--- config.mk ---
export PLATFORM = sky130hd
export DESIGN_NAME = anova_kernel_dp_unit
export DESIGN_NICKNAME = d
export VERILOG_FILES = /design/src/hdl/akdp_pkg.sv /design/src/hdl/anova_kernel_dp_unit.sv
export SDC_FILE = /design/constraint.sdc
export NUM_CORES = 2
export LEC_CHECK = 0
export BUFFER_PORTS_ARGS = -buffer_cell sky130_fd_sc_hd__buf_2
export CAP_MARGIN = 10
export CORE_MARGIN = 1
export CORE_UTILIZATION = 65
export CTS_CLUSTER_SIZE = 28
export DETAILED_ROUTE_END_ITERATION = 8
export GPL_TIMING_DRIVEN = 0
export PLACE_DENSITY = 0.82
export SLEW_MARGIN = 20
export SYNTH_ARGS = -nofsm -noshare
export SYNTH_HDL_FRONTEND = slang
export SYNTH_SLANG_ARGS = --single-unit
--- constraint.sdc ---
create_clock -name clk -period 10.9 [get_ports clk]
set_clock_uncertainty 0.2 [all_clocks]
set_input_delay 1.635 -clock clk [delete_from_list [all_inputs] [get_ports clk]]
set_output_delay 1.635 -clock clk [all_outputs]
set_load 0.005 [all_outputs]
--- src/hdl/akdp_pkg.sv ---
// Shared constants, types and the control store of the ANOVA kernel unit.
`default_nettype none

package akdp_pkg;

	localparam int MAX_DEGREE_DEF = 8;

	localparam int A_W       = 16;
	localparam int X_W       = 20;   // floor(a*b / 4096) of two Q4.12 values
	localparam int SUM_W     = 48;
	localparam int HALF_W    = 24;   // split of a sum for the partial products
	localparam int PLO_W     = X_W + HALF_W + 1;
	localparam int PHI_W     = X_W + HALF_W;
	localparam int PROD_W    = 68;
	localparam int FRAC_W    = 12;
	localparam int TERM_W    = PROD_W - FRAC_W;
	localparam int ACC_W     = TERM_W + 1;
	localparam int DEG_W     = 4;
	localparam int PADDR_W   = 3;
	localparam int PDATA_W   = 32;

	localparam logic signed [SUM_W-1:0] ONE_Q12 = SUM_W'(4096);
	localparam logic [0:0]              REG_DEGREE = 1'b0;

	typedef logic [2:0] step_t;

	localparam step_t ST_WAIT = 3'd0;
	localparam step_t ST_PROD = 3'd1;
	localparam step_t ST_MAC  = 3'd2;
	localparam step_t ST_DRN1 = 3'd3;
	localparam step_t ST_DRN2 = 3'd4;
	localparam step_t ST_DRN3 = 3'd5;
	localparam step_t ST_EMIT = 3'd6;

	typedef enum logic [2:0] {
		CND_NEVER    = 3'd0,
		CND_NO_IN    = 3'd1,
		CND_J_MORE   = 3'd2,
		CND_NOT_LAST = 3'd3,
		CND_OUT_BUSY = 3'd4
	} cond_t;

	typedef struct packed {
		logic  take;   // open the input side
		logic  prod;   // form x, read the top sum
		logic  mac;    // issue one sum update
		logic  emit;   // load the result word, clear sums
		cond_t cond;
		step_t jmp;    // taken when cond holds
		step_t nxt;    // taken otherwise
	} ucode_t;

	function automatic ucode_t ucode_rom(step_t s);
		ucode_t w;
		w = '{take: 1'b0, prod: 1'b0, mac: 1'b0, emit: 1'b0,
			cond: CND_NEVER, jmp: ST_WAIT, nxt: ST_WAIT};
		unique case (s)
			ST_WAIT: begin
				w.take = 1'b1;
				w.cond = CND_NO_IN;
				w.jmp  = ST_WAIT;
				w.nxt  = ST_PROD;
			end
			ST_PROD: begin
				w.prod = 1'b1;
				w.nxt  = ST_MAC;
			end
			ST_MAC: begin
				w.mac  = 1'b1;
				w.cond = CND_J_MORE;
				w.jmp  = ST_MAC;
				w.nxt  = ST_DRN1;
			end
			ST_DRN1: w.nxt = ST_DRN2;
			ST_DRN2: w.nxt = ST_DRN3;
			ST_DRN3: begin
				w.cond = CND_NOT_LAST;
				w.jmp  = ST_WAIT;
				w.nxt  = ST_EMIT;
			end
			ST_EMIT: begin
				w.emit = 1'b1;
				w.cond = CND_OUT_BUSY;
				w.jmp  = ST_EMIT;
				w.nxt  = ST_WAIT;
			end
			default: w.nxt = ST_WAIT;
		endcase
		return w;
	endfunction

endpackage

`default_nettype wire

--- src/hdl/anova_kernel_dp_unit.sv ---
// ANOVA kernel unit: microcoded sequencer over a shared Q.12 multiply-accumulate.
// A word goes through the product step, the updates of e_d..e_1 by the one shared
//   multiply-accumulate and its three-stage drain; a last word then goes to the emit step,
//   which waits while the output is stalled. Words are taken only at the wait step.
// Reset (arst_n low, asynchronous): sums and overflow flag cleared, degree = 1,
//   sequencer at its wait step, no result pending.
`default_nettype none

module anova_kernel_dp_unit
	import akdp_pkg::*;
#(
	parameter int MAX_DEGREE = MAX_DEGREE_DEF
) (
	input  wire logic               clk,
	input  wire logic               arst_n,
	// stream in
	input  wire logic               s_tvalid,
	output logic                    s_tready,
	input  wire logic [31:0]        s_tdata,   // [15:0] a_value, [31:16] b_value
	input  wire logic               s_tlast,   // last_element
	// stream out
	output logic                    m_tvalid,
	input  wire logic               m_tready,
	output logic [47:0]             m_tdata,   // [47:0] kernel_value
	output logic [0:0]              m_tuser,   // [0] saturated
	// register port
	input  wire logic               psel,
	input  wire logic               penable,
	input  wire logic               pwrite,
	input  wire logic [PADDR_W-1:0] paddr,
	input  wire logic [PDATA_W-1:0] pwdata,
	output logic [PDATA_W-1:0]      prdata,
	output logic                    pready
);

	localparam int DW = $clog2(MAX_DEGREE + 1);
	localparam int IW = (MAX_DEGREE > 1) ? $clog2(MAX_DEGREE) : 1;

	// register port
	logic [DEG_W-1:0] degree_q;
	logic [DW-1:0]    d_eff;

	assign pready = 1'b1;
	assign prdata = (paddr[PADDR_W-1:2] == REG_DEGREE) ?
		{{(PDATA_W-DEG_W){1'b0}}, degree_q} : '0;

	always_ff @(posedge clk or negedge arst_n) begin
		if (!arst_n) begin
			degree_q <= DEG_W'(1);
		end else if (psel && penable && pwrite && pready &&
				paddr[PADDR_W-1:2] == REG_DEGREE) begin
			degree_q <= pwdata[DEG_W-1:0];
		end
	end

	always_comb begin
		if (degree_q == '0) begin
			d_eff = DW'(1);
		end else if (32'(degree_q) > MAX_DEGREE) begin
			d_eff = DW'(MAX_DEGREE);
		end else begin
			d_eff = DW'(degree_q);
		end
	end

	// sequencer
	step_t  step_q;
	ucode_t uc;
	logic   cond_hit;
	logic   out_busy;
	logic   emit_fire;
	logic   last_q;
	logic [DW-1:0] j_q;

	assign uc        = ucode_rom(step_q);
	assign s_tready  = uc.take;
	assign out_busy  = m_tvalid && !m_tready;
	assign emit_fire = uc.emit && !out_busy;

	always_comb begin
		unique case (uc.cond)
			CND_NEVER:    cond_hit = 1'b0;
			CND_NO_IN:    cond_hit = !s_tvalid;
			CND_J_MORE:   cond_hit = (j_q != '0);
			CND_NOT_LAST: cond_hit = !last_q;
			CND_OUT_BUSY: cond_hit = out_busy;
			default:      cond_hit = 1'b0;
		endcase
	end

	always_ff @(posedge clk or negedge arst_n) begin
		if (!arst_n) begin
			step_q <= ST_WAIT;
		end else begin
			step_q <= cond_hit ? uc.jmp : uc.nxt;
		end
	end

	// input word and product
	logic signed [A_W-1:0]   a_q, b_q;
	logic signed [2*A_W-1:0] ab;
	logic signed [X_W-1:0]   x_q;

	assign ab = a_q * b_q;

	always_ff @(posedge clk) begin
		if (s_tvalid && s_tready) begin
			a_q    <= s_tdata[A_W-1:0];
			b_q    <= s_tdata[2*A_W-1:A_W];
			last_q <= s_tlast;
		end
		if (uc.prod) begin
			x_q <= ab[2*A_W-1:FRAC_W];   // floor of the Q.12 product
		end
	end

	// running sums e_1..e_MAX, e_0 is the constant one
	logic signed [SUM_W-1:0] sums_q [MAX_DEGREE];
	logic                    ov_q;
	logic [DW-1:0]           rj;
	logic [DW-1:0]           rj_m1;
	logic signed [SUM_W-1:0] rval;
	logic signed [SUM_W-1:0] rd_q;

	assign rj    = uc.prod ? d_eff : j_q;
	assign rj_m1 = rj - DW'(1);
	assign rval  = (rj == '0) ? ONE_Q12 : sums_q[rj_m1[IW-1:0]];

	always_ff @(posedge clk) begin
		if (uc.prod) begin
			j_q <= d_eff - DW'(1);
		end else if (uc.mac && j_q != '0) begin
			j_q <= j_q - DW'(1);
		end
		if (uc.prod || uc.mac) begin
			rd_q <= rval;
		end
	end

	// stage 1: operands of e_k update, prev = e_(k-1), old = e_k
	logic                    v_s1;
	logic signed [SUM_W-1:0] prev_s1, old_s1;
	logic [DW-1:0]           tgt_s1;
	// stage 2: partial products
	logic                    v_s2;
	logic signed [PLO_W-1:0] plo_s2;
	logic signed [PHI_W-1:0] phi_s2;
	logic signed [SUM_W-1:0] old_s2;
	logic [DW-1:0]           tgt_s2;
	// stage 3: shifted term
	logic                     v_s3;
	logic signed [TERM_W-1:0] term_s3;
	logic signed [SUM_W-1:0]  old_s3;
	logic [DW-1:0]            tgt_s3;

	logic signed [PROD_W-1:0] prod_full;
	logic signed [ACC_W-1:0]  acc;
	logic signed [SUM_W-1:0]  sat_val;
	logic                     sat_hit;
	logic [DW-1:0]            wr_m1;
	logic signed [SUM_W-1:0]  kres_q;

	always_ff @(posedge clk or negedge arst_n) begin
		if (!arst_n) begin
			v_s1 <= 1'b0;
			v_s2 <= 1'b0;
			v_s3 <= 1'b0;
		end else begin
			v_s1 <= uc.mac;
			v_s2 <= v_s1;
			v_s3 <= v_s2;
		end
	end

	always_ff @(posedge clk) begin
		prev_s1 <= rval;
		old_s1  <= rd_q;
		tgt_s1  <= j_q + DW'(1);

		plo_s2 <= x_q * $signed({1'b0, prev_s1[HALF_W-1:0]});
		phi_s2 <= x_q * $signed(prev_s1[SUM_W-1:HALF_W]);
		old_s2 <= old_s1;
		tgt_s2 <= tgt_s1;

		term_s3 <= prod_full[PROD_W-1:FRAC_W];
		old_s3  <= old_s2;
		tgt_s3  <= tgt_s2;
	end

	assign prod_full = ({{(PROD_W-PHI_W){phi_s2[PHI_W-1]}}, phi_s2} <<< HALF_W)
		+ {{(PROD_W-PLO_W){plo_s2[PLO_W-1]}}, plo_s2};

	assign acc = {{(ACC_W-SUM_W){old_s3[SUM_W-1]}}, old_s3}
		+ {term_s3[TERM_W-1], term_s3};

	always_comb begin
		sat_hit = (acc[ACC_W-1:SUM_W-1] != '0) && (acc[ACC_W-1:SUM_W-1] != '1);
		if (!sat_hit) begin
			sat_val = acc[SUM_W-1:0];
		end else if (acc[ACC_W-1]) begin
			sat_val = {1'b1, {(SUM_W-1){1'b0}}};
		end else begin
			sat_val = {1'b0, {(SUM_W-1){1'b1}}};
		end
	end

	assign wr_m1 = tgt_s3 - DW'(1);

	always_ff @(posedge clk or negedge arst_n) begin
		if (!arst_n) begin
			for (int i = 0; i < MAX_DEGREE; i++) begin
				sums_q[i] <= '0;
			end
			ov_q <= 1'b0;
		end else if (emit_fire) begin
			for (int i = 0; i < MAX_DEGREE; i++) begin
				sums_q[i] <= '0;
			end
			ov_q <= 1'b0;
		end else if (v_s3) begin
			sums_q[wr_m1[IW-1:0]] <= sat_val;
			if (sat_hit) begin
				ov_q <= 1'b1;
			end
		end
	end

	// hold e_d as it is written, so the result needs no second read port
	always_ff @(posedge clk) begin
		if (v_s3 && tgt_s3 == d_eff) begin
			kres_q <= sat_val;
		end
	end

	// output register
	logic [SUM_W-1:0] kv_q;
	logic             sat_q;

	always_ff @(posedge clk or negedge arst_n) begin
		if (!arst_n) begin
			m_tvalid <= 1'b0;
		end else if (emit_fire) begin
			m_tvalid <= 1'b1;
		end else if (m_tready) begin
			m_tvalid <= 1'b0;
		end
	end

	always_ff @(posedge clk) begin
		if (emit_fire) begin
			kv_q  <= kres_q;
			sat_q <= ov_q;
		end
	end

	assign m_tdata = kv_q;
	assign m_tuser = sat_q;

`ifndef SYNTHESIS
	// the drain must be long enough: nothing still in flight at emit time
	a_emit_drained: assert property (@(posedge clk) disable iff (!arst_n)
		(step_q == ST_EMIT) |-> (!v_s1 && !v_s2 && !v_s3))
		else $error("sum update still in flight at emit");

	// top sum is read only after the previous word fully retired
	a_prod_clean: assert property (@(posedge clk) disable iff (!arst_n)
		(step_q == ST_PROD) |-> (!v_s1 && !v_s2 && !v_s3))
		else $error("product step overlaps previous updates");

	a_take_then_prod: assert property (@(posedge clk) disable iff (!arst_n)
		(s_tvalid && s_tready) |=> (step_q == ST_PROD))
		else $error("accepted word not followed by product step");

	a_write_in_range: assert property (@(posedge clk) disable iff (!arst_n)
		v_s3 |-> (tgt_s3 != '0 && tgt_s3 <= d_eff))
		else $error("sum write outside active degree");
`endif

endmodule

`default_nettype wire
==> tab_implementation.tex <==
\begin{tabular}{lr}
\hline
Metric & Value \\
\hline
\multicolumn{2}{l}{\textbf{Run status}} \\
Outcome & complete, no violations \\
\multicolumn{2}{l}{\textbf{Synth}} \\
Number of synthesized flops with an enable pin & 202 \\
Synthesis warning total & 0 \\
Distinct cell type count of the synthesized netlist & 85 \\
Sequential cell area fraction in the yosys report & 0.2813 \\
Share of synthesized flip-flops with an asynchronous set or reset & 0.4235 \\
Average cell area after synthesis & 9.667 um\^{}2 \\
Most used flip-flop cell after synthesis & sky130\_fd\_sc\_hd\_\_dfrtp\_1 \\
Register bit count reported by yosys & 935 \\
Post-synthesis cell count & 8357 \\
Combined area of all synthesized cells & 0.08079 mm\^{}2 \\
\multicolumn{2}{l}{\textbf{Floorplanning}} \\
Full die area & 0.1257 mm\^{}2 \\
Floorplan core area & 0.1225 mm\^{}2 \\
Width of the die & 354.5 um \\
Die height & 354.5 um \\
Initial cell density of the core & 0.6594 \\
Row cnt & 128 \\
Count of boundary I/O pins & 159 \\
\multicolumn{2}{l}{\textbf{Setup path}} \\
Req. time, crit path & 11.23 ns \\
Kind of cell with the highest combined delay on the critical path & adder cells \\
Critical path peak fanout & 10 \\
Critical path launch point type & flip-flop \\
Slowest stage delay, CP & 0.89 ns \\
Top cell by count, worst path & sky130\_fd\_sc\_hd\_\_fa\_1 \\
Critical-path top delay cell & sky130\_fd\_sc\_hd\_\_clkbuf\_1 \\
Data arrival time of the critical path & 10.90 ns \\
Crit path capture type & flip-flop \\
Buffers and inverters on the worst path & 5 \\
Worst setup path category & flip-flop to flip-flop \\
\multicolumn{2}{l}{\textbf{CTS}} \\
Buffers from clock root to sink, at most & 3 \\
Clock buffer count from CTS & 92 \\
Number of buffers inserted for hold repair after clock tree synthesis & 0 \\
Root cell of the clock tree & sky130\_fd\_sc\_hd\_\_clkbuf\_16 \\
Clock net sink count & 935 \\
CTS clk-pin slew, worst paths & 0.06 ns \\
Clock latency on the worst-skew pair & 0.72 ns \\
Level count of the clock H-tree & 3 \\
Post-CTS setup buffer count & 0 \\
TritonCTS clock tree & built \\
Resized cells post-CTS & 0 \\
\multicolumn{2}{l}{\textbf{Route}} \\
DRC violation count after routing & 0 \\
Detailed-route via count & 61.64k \\
DR WL/cell & 22.93 um \\
Detailed-route vias per instance & 5.983 \\
Count of routing violations after the opening detailed-route iteration & 6325 \\
ANT nets after route & 0 \\
Detailed-router iteration count before antenna repair & 6 \\
Total routed wirelength & 236.2 mm \\
\multicolumn{2}{l}{\textbf{GRT}} \\
Largest net degree at the start of global routing & 106 \\
All-Layer GR Usage & 0.3844 \\
Initial antenna violation count & 9 \\
Global-route wire length before repair & 365.1 mm \\
Grt ovf & 0 \\
Number of global-route vias before repair & 63.94k \\
\multicolumn{2}{l}{\textbf{Timing}} \\
Final period demand of the worst path & 10.57 ns \\
Endpoints failing setup & 0 \\
Unrepaired setup endpoints after global routing & false \\
Timing-limited maximum frequency & 94.59 MHz \\
Headroom to the max-slew limit & 0.1585 \\
Final Cycle Share & 0.9699 \\
Total negative slack for setup checks & 0 ns \\
Count of final hold-check violations & 0 \\
Transition at the pin with the smallest max-transition slack & 1.258 ns \\
Number of max-slew violations in the final report & 0 \\
\multicolumn{2}{l}{\textbf{Placement}} \\
Number of input and output port buffers inserted & 99 \\
Weighted congestion at the end of routability-driven global placement & 1.034 \\
Post-detail-place hpwl & 187.8 mm \\
\multicolumn{2}{l}{\textbf{Layout}} \\
Fillers & 9157 \\
Commonest cells after routing, fill and taps aside & 1339 x sky130\_fd\_sc\_hd\_\_inv\_1, 1197 x sky130\_fd\_sc\_hd\_\_nand2\_1, 1147 x sky130\_fd\_sc\_hd\_\_fa\_1 \\
Leading cell type in the layout, fill and taps excluded & sky130\_fd\_sc\_hd\_\_inv\_1 \\
Share of post-route cells with drive strength above 1 & 0.05883 \\
Syn-to-layout area delta & 7.716\% \\
Layout Nets & 10.29k \\
\multicolumn{2}{l}{\textbf{Min path}} \\
Path type of the worst min-delay path & flip-flop to flip-flop \\
\multicolumn{2}{l}{\textbf{Run}} \\
Max-capacitance violation count & 0 \\
\hline
\end{tabular}
## flip-flops by register name, indices dropped and copies added, names as in the netlist, 44 cells and up
signal	count
old_s2	48
old_s3	48
m_tdata	48
rd_q	48
kres_q	48
phi_s2	44
prev_s1	48
sums_q	384
term_s3	56
old_s1	48
## cell usage after synthesis (18+ instances only)
master / number / area [um^2]
sky130_fd_sc_hd__nand2_1: 1198 / 4497
sky130_fd_sc_hd__nor2_1: 587 / 2203
sky130_fd_sc_hd__and3_1: 27 / 168.9
sky130_fd_sc_hd__nor3_1: 40 / 200.2
sky130_fd_sc_hd__nor2b_1: 29 / 181.4
sky130_fd_sc_hd__xnor2_1: 135 / 1182
sky130_fd_sc_hd__fa_1: 1147 / 22960
sky130_fd_sc_hd__clkbuf_1: 370 / 1389
sky130_fd_sc_hd__o211ai_1: 24 / 180.2
sky130_fd_sc_hd__edfxtp_1: 202 / 6066
sky130_fd_sc_hd__ha_1: 476 / 5956
sky130_fd_sc_hd__o21bai_1: 18 / 135.1
sky130_fd_sc_hd__buf_2: 49 / 245.2
sky130_fd_sc_hd__mux4_2: 96 / 2162
sky130_fd_sc_hd__nand2b_1: 46 / 287.8
sky130_fd_sc_hd__o21a_1: 28 / 210.2
sky130_fd_sc_hd__o21ai_1: 244 / 1221
sky130_fd_sc_hd__o21ai_0: 238 / 1191
sky130_fd_sc_hd__inv_1: 1339 / 5026
sky130_fd_sc_hd__a211oi_1: 26 / 195.2
sky130_fd_sc_hd__nand3_1: 38 / 190.2
sky130_fd_sc_hd__dfrtp_1: 395 / 9884
sky130_fd_sc_hd__and2_1: 584 / 3654
sky130_fd_sc_hd__xor2_1: 55 / 481.7
sky130_fd_sc_hd__nand4_1: 36 / 225.2
sky130_fd_sc_hd__a21oi_1: 260 / 1301
sky130_fd_sc_hd__buf_4: 30 / 225.2
sky130_fd_sc_hd__a21o_1: 94 / 705.7
sky130_fd_sc_hd__dfxtp_1: 337 / 6746
## metal layers
| layer | vias to the layer above | global-route usage | routed length, um |
|---|---|---|---|
| li1 | 26446 | - | - |
| met2 | 3534 | 0.6060 | 109500 |
| met1 | 30823 | 0.4874 | 85700 |
| met3 | 833 | 0.1034 | 26230 |
| met4 | 4 | 0.2050 | 14730 |
| met5 | - | 0 | 23 |
## layout make-up
class | count | area (um^2) | area share
multi-input combinational | 5645 | 51400 | 0.5906
inverter | 1341 | 5035 | 0.05786
tap | 1625 | 2033 | 0.02336
antenna | 8 | 20.02 | 0.0002301
clock buffer | 127 | 2606 | 0.02995
sequential | 935 | 22720 | 0.2611
buffer | 463 | 1929 | 0.02217
clock inverter | 46 | 514.2 | 0.005910
timing repair buffer | 112 | 763.2 | 0.008771
## worst paths after layout
check                                start         end  slack, ns  cells past startpoint
min in group asynchronous           arst_n   step_q[2]       0.70                      1
worst max register to register      x_q[7]  plo_s2[44]       0.33                     25
worst max-delay path                x_q[7]  plo_s2[44]       0.33                     25
worst min register to register  old_s2[32]  old_s3[32]       0.12                      0
max in group asynchronous           arst_n  sums_q[14]       7.96                      4
worst min-delay path            old_s2[32]  old_s3[32]       0.12                      0
## kinds of logic (layout without fill, tap and decap cells)
logic type,after synthesis,after routing,share of synthesized area
other,2,37,0.00009296
XOR/XNOR,190,190,0.02060
buffers and inverters,1804,2089,0.08610
AND/OR/NAND/NOR,2638,2638,0.1486
adder cells (fa/ha/maj),1623,1623,0.3580
AO/OA/AOI/OAI,1058,1058,0.07716
multiplexers,107,107,0.02822
flip-flops,935,935,0.2813
## stage by stage
| stage | setup slack [ns] | instances | hold slack, ns | util | area [um^2] |
|---|---|---|---|---|---|
| after floorplan | 3.282 | 8384 | 0.1096 | - | 80890 |
| after global placement | 0.3340 | 10108 | 0.1098 | 0.6809 | 83420 |
| after detailed placement | 0.6225 | 10119 | 0.1121 | 0.6838 | 83780 |
| after CTS | 0.5825 | 10292 | 0.1169 | 0.7093 | 86900 |
| after global routing | 0.2356 | 10294 | 0.1305 | 0.7101 | 87000 |
| final | 0.3286 | 10302 | 0.1222 | 0.7103 | 87020 |
## worst reg2reg max path: stages, from the launching register on
cell	delay, ns
sky130_fd_sc_hd__edfxtp_1	0.65
sky130_fd_sc_hd__clkbuf_1	0.83
sky130_fd_sc_hd__clkbuf_1	0.90
sky130_fd_sc_hd__nand2_1	0.16
sky130_fd_sc_hd__fa_1	0.52
sky130_fd_sc_hd__fa_1	0.47
sky130_fd_sc_hd__fa_1	0.55
sky130_fd_sc_hd__inv_1	0.06
sky130_fd_sc_hd__fa_1	0.46
sky130_fd_sc_hd__fa_1	0.49
sky130_fd_sc_hd__fa_1	0.49
sky130_fd_sc_hd__inv_1	0.06
sky130_fd_sc_hd__fa_1	0.52
sky130_fd_sc_hd__inv_1	0.06
sky130_fd_sc_hd__ha_1	0.34
sky130_fd_sc_hd__a21o_1	0.21
sky130_fd_sc_hd__a21oi_1	0.20
sky130_fd_sc_hd__nor3b_1	0.25
sky130_fd_sc_hd__o211ai_1	0.32
sky130_fd_sc_hd__a211oi_1	0.79
sky130_fd_sc_hd__o21ai_0	0.30
sky130_fd_sc_hd__a41o_1	0.35
sky130_fd_sc_hd__o31a_1	0.31
sky130_fd_sc_hd__a311o_1	0.42
sky130_fd_sc_hd__a21oi_1	0.20
sky130_fd_sc_hd__xnor2_1	0.30
Power is left out: the tool's default activity adds up to more than one toggle a clock period on the data nets, which glitch-free logic cannot reach.
